**config.mk**
```make
export PLATFORM = sky130hd
export DESIGN_NAME = murmur2_hash32
export DESIGN_NICKNAME = d
export VERILOG_FILES = /design/src/sv/mh2_pkg.sv /design/src/sv/mh2_fifo.sv /design/src/sv/mh2_front.sv /design/src/sv/mh2_back.sv /design/src/sv/murmur2_hash32.sv
export SDC_FILE = /design/constraint.sdc
export NUM_CORES = 2
export LEC_CHECK = 0
export BUFFER_PORTS_ARGS = -buffer_cell sky130_fd_sc_hd__buf_2
export CORE_MARGIN = 3
export CORE_UTILIZATION = 40
export CTS_CLUSTER_SIZE = 12
export DETAILED_ROUTE_END_ITERATION = 10
export PLACE_DENSITY = 0.62
export SETUP_SLACK_MARGIN = 0.2
export SLEW_MARGIN = 20
export SYNTH_ARGS = -nofsm -noshare
export SYNTH_HDL_FRONTEND = slang
export SYNTH_HIERARCHICAL = 1
export SYNTH_SLANG_ARGS = --single-unit
```
**constraint.sdc**
```tcl
create_clock -name clk_i -period 9.7 [get_ports clk_i]
set_input_delay 1.455 -clock clk_i [delete_from_list [all_inputs] [get_ports clk_i]]
set_output_delay 1.455 -clock clk_i [all_outputs]
set_load 0.01 [all_outputs]
```
**src/sv/mh2_pkg.sv**
```systemverilog
// Shared types and constants of the MurmurHash2 block.
package mh2_pkg;

  localparam logic [31:0] MixMul = 32'h5bd1e995;
  localparam int unsigned MixShift = 24;
  localparam int unsigned FinShiftA = 13;
  localparam int unsigned FinShiftB = 15;

  localparam int unsigned FifoDepthDefault = 2;

  // Input word: message_length, data_word, byte_count, padded to bytes.
  localparam int unsigned InTdataW = 72;
  localparam int unsigned OutTdataW = 32;

  typedef enum logic [1:0] {
    KIND_NONE = 2'd0,
    KIND_PART = 2'd1,
    KIND_FULL = 2'd2
  } kind_e;

  // One classified word on its way from the front to the back.
  typedef struct packed {
    logic        first;
    logic [31:0] seed;
    logic [31:0] word;
    kind_e       kind;
    logic        last;
  } item_t;

endpackage

```
**src/sv/mh2_fifo.sv**
```systemverilog
// Small register queue between the front and the back.
module mh2_fifo #(
  parameter int unsigned Width = 1,
  parameter int unsigned Depth = 2
) (
  input  logic             clk_i,
  input  logic             rst_ni,
  input  logic             push_valid_i,
  output logic             push_ready_o,
  input  logic [Width-1:0] push_data_i,
  output logic             pop_valid_o,
  input  logic             pop_ready_i,
  output logic [Width-1:0] pop_data_o
);

  localparam int unsigned AW = (Depth > 1) ? $clog2(Depth) : 1;
  localparam int unsigned CW = $clog2(Depth + 1);

  logic [Width-1:0] mem_q [Depth];
  logic [AW-1:0]    wr_ptr_q, wr_ptr_d;
  logic [AW-1:0]    rd_ptr_q, rd_ptr_d;
  logic [CW-1:0]    count_q, count_d;
  logic             push, pop;

  assign push_ready_o = (count_q != CW'(Depth));
  assign pop_valid_o  = (count_q != '0);
  assign push         = push_valid_i && push_ready_o;
  assign pop          = pop_valid_o && pop_ready_i;
  assign pop_data_o   = mem_q[rd_ptr_q];

  always_comb begin
    wr_ptr_d = wr_ptr_q;
    rd_ptr_d = rd_ptr_q;
    count_d  = count_q;
    if (push) begin
      wr_ptr_d = (wr_ptr_q == AW'(Depth - 1)) ? '0 : wr_ptr_q + 1'b1;
    end
    if (pop) begin
      rd_ptr_d = (rd_ptr_q == AW'(Depth - 1)) ? '0 : rd_ptr_q + 1'b1;
    end
    if (push && !pop) begin
      count_d = count_q + 1'b1;
    end else if (pop && !push) begin
      count_d = count_q - 1'b1;
    end
  end

  always_ff @(posedge clk_i or negedge rst_ni) begin
    if (!rst_ni) begin
      wr_ptr_q <= '0;
      rd_ptr_q <= '0;
      count_q  <= '0;
    end else begin
      wr_ptr_q <= wr_ptr_d;
      rd_ptr_q <= rd_ptr_d;
      count_q  <= count_d;
    end
  end

  always_ff @(posedge clk_i) begin
    if (push) begin
      mem_q[wr_ptr_q] <= push_data_i;
    end
  end

endmodule

```
**src/sv/mh2_front.sv**
```systemverilog
// Front end: takes input words, tracks message starts and classifies each word.
module mh2_front (
  input  logic                         clk_i,
  input  logic                         rst_ni,
  input  logic                         s_axis_tvalid,
  output logic                         s_axis_tready,
  input  logic [mh2_pkg::InTdataW-1:0] s_axis_tdata,
  input  logic                         s_axis_tlast,
  output logic                         item_valid_o,
  input  logic                         item_ready_i,
  output mh2_pkg::item_t               item_o
);

  import mh2_pkg::*;

  logic        in_msg_q;
  logic [31:0] msg_len;
  logic [31:0] data_word;
  logic [2:0]  byte_count;
  logic [31:0] byte_mask;
  logic        accept;

  assign msg_len    = s_axis_tdata[31:0];
  assign data_word  = s_axis_tdata[63:32];
  assign byte_count = s_axis_tdata[66:64];

  assign s_axis_tready = item_ready_i;
  assign item_valid_o  = s_axis_tvalid;
  assign accept        = s_axis_tvalid && item_ready_i;

  always_comb begin
    case (byte_count)
      3'd0:    byte_mask = 32'h0000_0000;
      3'd1:    byte_mask = 32'h0000_00ff;
      3'd2:    byte_mask = 32'h0000_ffff;
      3'd3:    byte_mask = 32'h00ff_ffff;
      default: byte_mask = 32'hffff_ffff;
    endcase
  end

  always_comb begin
    item_o.first = !in_msg_q;
    item_o.seed  = msg_len;
    item_o.word  = data_word & byte_mask;
    item_o.last  = s_axis_tlast;
    // Counts of four and up act as a full word.
    if (byte_count inside {[3'd4:3'd7]}) begin
      item_o.kind = KIND_FULL;
    end else if (byte_count == 3'd0) begin
      item_o.kind = KIND_NONE;
    end else begin
      item_o.kind = KIND_PART;
    end
  end

  always_ff @(posedge clk_i or negedge rst_ni) begin
    if (!rst_ni) begin
      in_msg_q <= 1'b0;
    end else if (accept) begin
      in_msg_q <= !s_axis_tlast;
    end
  end

endmodule

```
**src/sv/mh2_back.sv**
```systemverilog
// Back end: hash recurrence, finalization and the result register.
module mh2_back (
  input  logic                          clk_i,
  input  logic                          rst_ni,
  input  logic                          item_valid_i,
  output logic                          item_ready_o,
  input  mh2_pkg::item_t                item_i,
  output logic                          m_axis_tvalid,
  input  logic                          m_axis_tready,
  output logic [mh2_pkg::OutTdataW-1:0] m_axis_tdata
);

  import mh2_pkg::*;

  typedef enum logic [2:0] {
    S_IDLE = 3'b001,
    S_MIX  = 3'b010,
    S_FIN  = 3'b100
  } state_e;

  state_e      state_q, state_d;
  logic [31:0] h_q, h_d;
  logic [31:0] hm_q, hm_d;
  logic [31:0] t_q, t_d;
  logic        last_q, last_d;
  logic        out_valid_q;
  logic [31:0] out_data_q;
  logic [31:0] base;
  logic [31:0] mul_a_op;
  logic [31:0] prod_a, prod_b;
  logic        out_free;
  logic        fin_fire;
  logic        pop;

  assign item_ready_o  = (state_q == S_IDLE);
  assign pop           = item_valid_i && item_ready_o;
  assign out_free      = !out_valid_q || m_axis_tready;
  assign base          = item_i.first ? item_i.seed : h_q;
  assign m_axis_tvalid = out_valid_q;
  assign m_axis_tdata  = out_data_q;

  // Shared multiplier A serves every step; B only scales the hash on a full word.
  always_comb begin
    case (state_q)
      S_MIX:   mul_a_op = t_q ^ (t_q >> MixShift);
      S_FIN:   mul_a_op = h_q ^ (h_q >> FinShiftA);
      default: mul_a_op = (item_i.kind == KIND_FULL) ? item_i.word : (base ^ item_i.word);
    endcase
  end

  assign prod_a = mul_a_op * MixMul;
  assign prod_b = base * MixMul;

  always_comb begin
    state_d  = state_q;
    h_d      = h_q;
    hm_d     = hm_q;
    t_d      = t_q;
    last_d   = last_q;
    fin_fire = 1'b0;
    case (state_q)
      S_IDLE: begin
        if (pop) begin
          last_d = item_i.last;
          case (item_i.kind)
            KIND_FULL: begin
              t_d     = prod_a;
              hm_d    = prod_b;
              state_d = S_MIX;
            end
            KIND_PART: begin
              h_d     = prod_a;
              state_d = item_i.last ? S_FIN : S_IDLE;
            end
            default: begin
              h_d     = base;
              state_d = item_i.last ? S_FIN : S_IDLE;
            end
          endcase
        end
      end
      S_MIX: begin
        h_d     = hm_q ^ prod_a;
        state_d = last_q ? S_FIN : S_IDLE;
      end
      S_FIN: begin
        if (out_free) begin
          fin_fire = 1'b1;
          state_d  = S_IDLE;
        end
      end
      default: begin
        state_d = S_IDLE;
      end
    endcase
  end

  always_ff @(posedge clk_i or negedge rst_ni) begin
    if (!rst_ni) begin
      state_q     <= S_IDLE;
      out_valid_q <= 1'b0;
    end else begin
      state_q <= state_d;
      if (fin_fire) begin
        out_valid_q <= 1'b1;
      end else if (m_axis_tready) begin
        out_valid_q <= 1'b0;
      end
    end
  end

  always_ff @(posedge clk_i) begin
    h_q    <= h_d;
    hm_q   <= hm_d;
    t_q    <= t_d;
    last_q <= last_d;
    if (fin_fire) begin
      out_data_q <= prod_a ^ (prod_a >> FinShiftB);
    end
  end

`ifndef SYNTHESIS
  // The second mix step only follows a full word taken from the queue.
  a_mix_after_full: assert property (@(posedge clk_i) disable iff (!rst_ni)
    state_q == S_MIX |-> $past(pop && item_i.kind == KIND_FULL))
    else $error("mix step without a full word");

  // A result appears only out of the finalize step.
  a_result_from_fin: assert property (@(posedge clk_i) disable iff (!rst_ni)
    $rose(out_valid_q) |-> $past(state_q == S_FIN))
    else $error("result without finalize");

  // Finalize waits while the result register is still occupied.
  a_fin_waits: assert property (@(posedge clk_i) disable iff (!rst_ni)
    state_q == S_FIN && out_valid_q && !m_axis_tready |=> state_q == S_FIN)
    else $error("finalize overran a stalled result");
`endif

endmodule

```
**src/sv/murmur2_hash32.sv**
```systemverilog
// Top level of the streaming 32-bit MurmurHash2 engine.
//
// Computes the 32-bit MurmurHash2 of a byte message seeded with its own length.
// Feed one little-endian word per beat on the slave stream: tdata carries the
// message length in bits 31:0 (read only on the first word of a message), the
// four data bytes in bits 63:32 (first byte lowest) and the valid byte count
// in bits 66:64; tlast marks the final word. Counts below four are expected
// only on the last word; counts above four act as four, and bytes beyond the
// count are ignored. An empty message is a single last word with count zero.
// One hashed result leaves on the master stream per message. The front end
// takes a word every cycle while the queue of FifoDepth entries has room; the
// back end then hashes a full word in two multiplier passes of the word mix
// (idle step, then mix step), a partial or empty word in the idle step alone,
// and finalizes the last word in a further finalize step. It takes no new
// word while a mix or finalize step is pending, so its pace is set by the
// dependent multiply chain of the hash recurrence. The result register lets
// the back end work on the next message while a finished hash waits to be taken.
module murmur2_hash32 #(
  parameter int unsigned FifoDepth = mh2_pkg::FifoDepthDefault
) (
  input  logic                          clk_i,
  input  logic                          rst_ni,
  input  logic                          s_axis_tvalid_i,
  output logic                          s_axis_tready_o,
  // [31:0] message_length, [63:32] data_word, [66:64] byte_count, [71:67] zero
  input  logic [mh2_pkg::InTdataW-1:0]  s_axis_tdata_i,
  input  logic                          s_axis_tlast_i,
  output logic                          m_axis_tvalid_o,
  input  logic                          m_axis_tready_i,
  // [31:0] hash_value
  output logic [mh2_pkg::OutTdataW-1:0] m_axis_tdata_o
);

  import mh2_pkg::*;

  item_t front_item, back_item;
  logic  front_valid, front_ready;
  logic  back_valid, back_ready;

  // Accept and classify words; track the start of each message.
  mh2_front u_front (
    .clk_i         (clk_i),
    .rst_ni        (rst_ni),
    .s_axis_tvalid (s_axis_tvalid_i),
    .s_axis_tready (s_axis_tready_o),
    .s_axis_tdata  (s_axis_tdata_i),
    .s_axis_tlast  (s_axis_tlast_i),
    .item_valid_o  (front_valid),
    .item_ready_i  (front_ready),
    .item_o        (front_item)
  );

  // Buffer classified words so the front keeps accepting while the back works.
  mh2_fifo #(
    .Width ($bits(item_t)),
    .Depth (FifoDepth)
  ) u_fifo (
    .clk_i        (clk_i),
    .rst_ni       (rst_ni),
    .push_valid_i (front_valid),
    .push_ready_o (front_ready),
    .push_data_i  (front_item),
    .pop_valid_o  (back_valid),
    .pop_ready_i  (back_ready),
    .pop_data_o   (back_item)
  );

  // Run the hash recurrence, finalize and hold the result.
  mh2_back u_back (
    .clk_i         (clk_i),
    .rst_ni        (rst_ni),
    .item_valid_i  (back_valid),
    .item_ready_o  (back_ready),
    .item_i        (back_item),
    .m_axis_tvalid (m_axis_tvalid_o),
    .m_axis_tready (m_axis_tready_i),
    .m_axis_tdata  (m_axis_tdata_o)
  );

endmodule
```
==> metrics <==
status=complete, no violations; CTS sink count=274; EDFF count, synth=265; Slew HR=27.18%; most frequent cells in the layout=710 x inv_1, 428 x ha_1, 360 x fa_1, 265 x edfxtp_1, 133 x xnor2_1; Data required, critical path=9.97 ns; adder-cell share of the synthesized area=41.39%; hold buffer count at cts=0; #FFs+latches synth=274; Clock Skew=0.06152 ns; WS Path Type=reg2reg; Root Buffer=clkbuf_16; Fmax=108.9 MHz; DR pass1 iterations=5; Top cell by count, worst path=fa_1; Detail Route Antenna Nets=0; die area=79220 um^2; RSZ-0062 raised after global routing=false; CTS Buf Count=28; clock slew at reported path FFs=0.06 ns; FFs w/ async S/R, synth=3.285%; Crit path largest cell delay=0.65 ns; Hold Violations, Final=0; routability congestion estimate=0.9107; Mapped Cells=2716; Die Height=281.5 um; vias post-DR=19.37k; clk_lat worst skew=0.60 ns; Max-Cap Viols=0; number of nets in the layout=3714; Yosys cell types=87; Worst Path Buf+Inv=7; Buffers on Ports=105; Setup WS post-layout=0.5184 ns; via density per instance=5.046; share of cells above drive strength 1=11.64%; die width=281.5 um; post-synthesis mux area share=3.862%; Critical Path Slowest Stage Cell=mux2_2; GRT Total Usage=21.26%; DR DRC count=0; CORE AREA=74820 um^2; Initial Util=40.57%; Slew Viols, Final=0; initial antenna violation count=0; Setup TNS=0 ns; io pins=111; Syn Nets=3581; area grow syn2layout=9.250%; Max Buffers Root-to-Sink=3; CP top delay family=adder cells; fill cell count=7074; Synth Flop Type=edfxtp_1; Synth Area in Simple Gates=4.328%; Tcrit/Tclk final=94.66%; Post-Place Setup Slack=0.4718 ns; CTS tree=yes; Post-Syn Area=30350 um^2; yosys warns=6; Routed WL per cell=21.42 um; Worst setup EP type=register; # setup viols final=0; Synth Area in Compound Gates=6.356%; largest family of logic cells by synthesized area=adder cells; CTS H-tree depth=1; hold_ws=0.4967 ns; Crit Path Max Fanout=13; largest net degree at the start of global routing=69; Slew @ Worst Pin=1.085 ns; mean post-synth cell area=11.18 um^2; Seq/Total Area, Yosys=26.96%; HP Class=reg2reg; n_diodes=0; global-route wire length before repair=125.3 mm; Synth Area in XOR/XNOR=6.567%; HPWL Detailed=67.13 mm; most common cell after layout, fill and taps aside=inv_1; initial drt markers=1539; Congestion Overflow GR=0; WL final=82.21 mm; arrival time at the worst endpoint=9.46 ns; number of core rows=100; startpoint types=register; fin crit period=9.182 ns; vias in the first global route=20.19k
## registers in the layout, summed over array words and instances, names as in the netlist
register,cells
u_fifo/mem_q,136
u_front/in_msg_q,1
u_back/m_axis_tvalid,1
u_back/last_q,1
u_fifo/wr_ptr_q,1
u_fifo/rd_ptr_q,1
u_fifo/count_q,2
u_back/hm_q,32
u_back/state_q,3
u_back/t_q,32
u_back/m_axis_tdata,32
u_back/h_q,32
## final cells by class
type	instances	area (um^2)	area share (%)
Multi-Input combinational cell	1645	19020	57.37
Sequential cell	274	8185	24.68
Inverter	711	2669	8.048
Tap cell	969	1212	3.656
Timing Repair Buffer	189	1181	3.562
Clock buffer	45	784.5	2.366
Clock inverter	5	103.9	0.3132
## path summary, 6_finish.rpt
path                                          startpoint                          endpoint  slack [ns]  cells after the start
max reg2reg                  u_fifo/rd_ptr_q$_DFFE_PN0P_          u_back/h_q[30]$_DFFE_PP_        0.52                     27
min reg2reg                u_fifo/count_q[1]$_DFFE_PN0P_     u_fifo/count_q[1]$_DFFE_PN0P_        0.50                      1
max                          u_fifo/rd_ptr_q$_DFFE_PN0P_          u_back/h_q[30]$_DFFE_PP_        0.52                     27
max in group asynchronous                         rst_ni     u_back/state_q[0]$_DFFE_PN1P_        8.72                      1
min in group asynchronous                         rst_ni  u_back/m_axis_tvalid$_DFFE_PN0P_        0.72                      1
min                        u_fifo/count_q[1]$_DFFE_PN0P_     u_fifo/count_q[1]$_DFFE_PN0P_        0.50                      1
## cells by family (layout without fill, tap and decap cells)
family	after synthesis	count (layout)
compound gates	284	284
xor+xnor	217	217
fa+ha+maj	788	788
buf+inv	797	950
flops	274	274
mux	102	102
simple gates	254	254
## cell usage after synthesis (3+ instances only)
master	n	area share (%)
nand3_1	19	0.31
buf_2	11	0.18
o211ai_1	9	0.22
o21bai_1	10	0.25
xor2_1	76	2.2
edfxtp_1	265	26
o21a_1	6	0.15
a222oi_1	9	0.30
fa_1	360	24
o22ai_1	5	0.10
buf_1	7	0.087
xnor2_1	134	3.9
mux2_2	61	2.3
a21oi_1	74	1.2
o21ai_1	5	0.082
a21o_1	27	0.67
nor4_1	4	0.082
dfrtp_1	8	0.66
mux2_4	11	0.54
xnor3_1	4	0.30
or2_2	6	0.12
nor2_1	84	1.0
a22oi_1	23	0.57
nand2b_1	10	0.21
clkbuf_1	25	0.31
o221ai_1	3	0.087
ha_1	428	18
mux2i_1	27	0.89
nand2_1	35	0.43
a31oi_1	5	0.10
inv_1	710	8.8
or3_1	3	0.062
nor2b_1	36	0.74
a211oi_1	23	0.57
a311oi_1	3	0.087
and2_1	17	0.35
buf_4	38	0.94
a41o_1	3	0.099
and3_1	8	0.16
o21ai_0	51	0.84
nor3_1	13	0.21
buf_6	3	0.11
## layer usage
layer | global-route usage, % | wire [um] | up-vias
met2 | 35.90 | 39650 | 573
met1 | 28.72 | 35040 | 9688
met5 | 0 | 0 | -
met3 | 2.393 | 4687 | 106
li1 | - | - | 8998
met4 | 6.783 | 2834 | 0
## metrics by stage
step,cells,util (%),instance area [um^2]
after floorplan,2716,-,30350
after global placement,3788,43.11,32260
after detailed placement,3788,43.12,32260
after CTS,3838,44.31,33150
after global routing,3838,44.32,33160
final,3838,44.32,33160
## repair_timing
action,4_1_cts,5_1_grt
endpoints found under the setup margin,0,3
resized for setup,0,2
buffers inserted,0,0
Power is not shown: default switching activity piles up to over one toggle a cycle in this logic, so the estimate is an artifact.
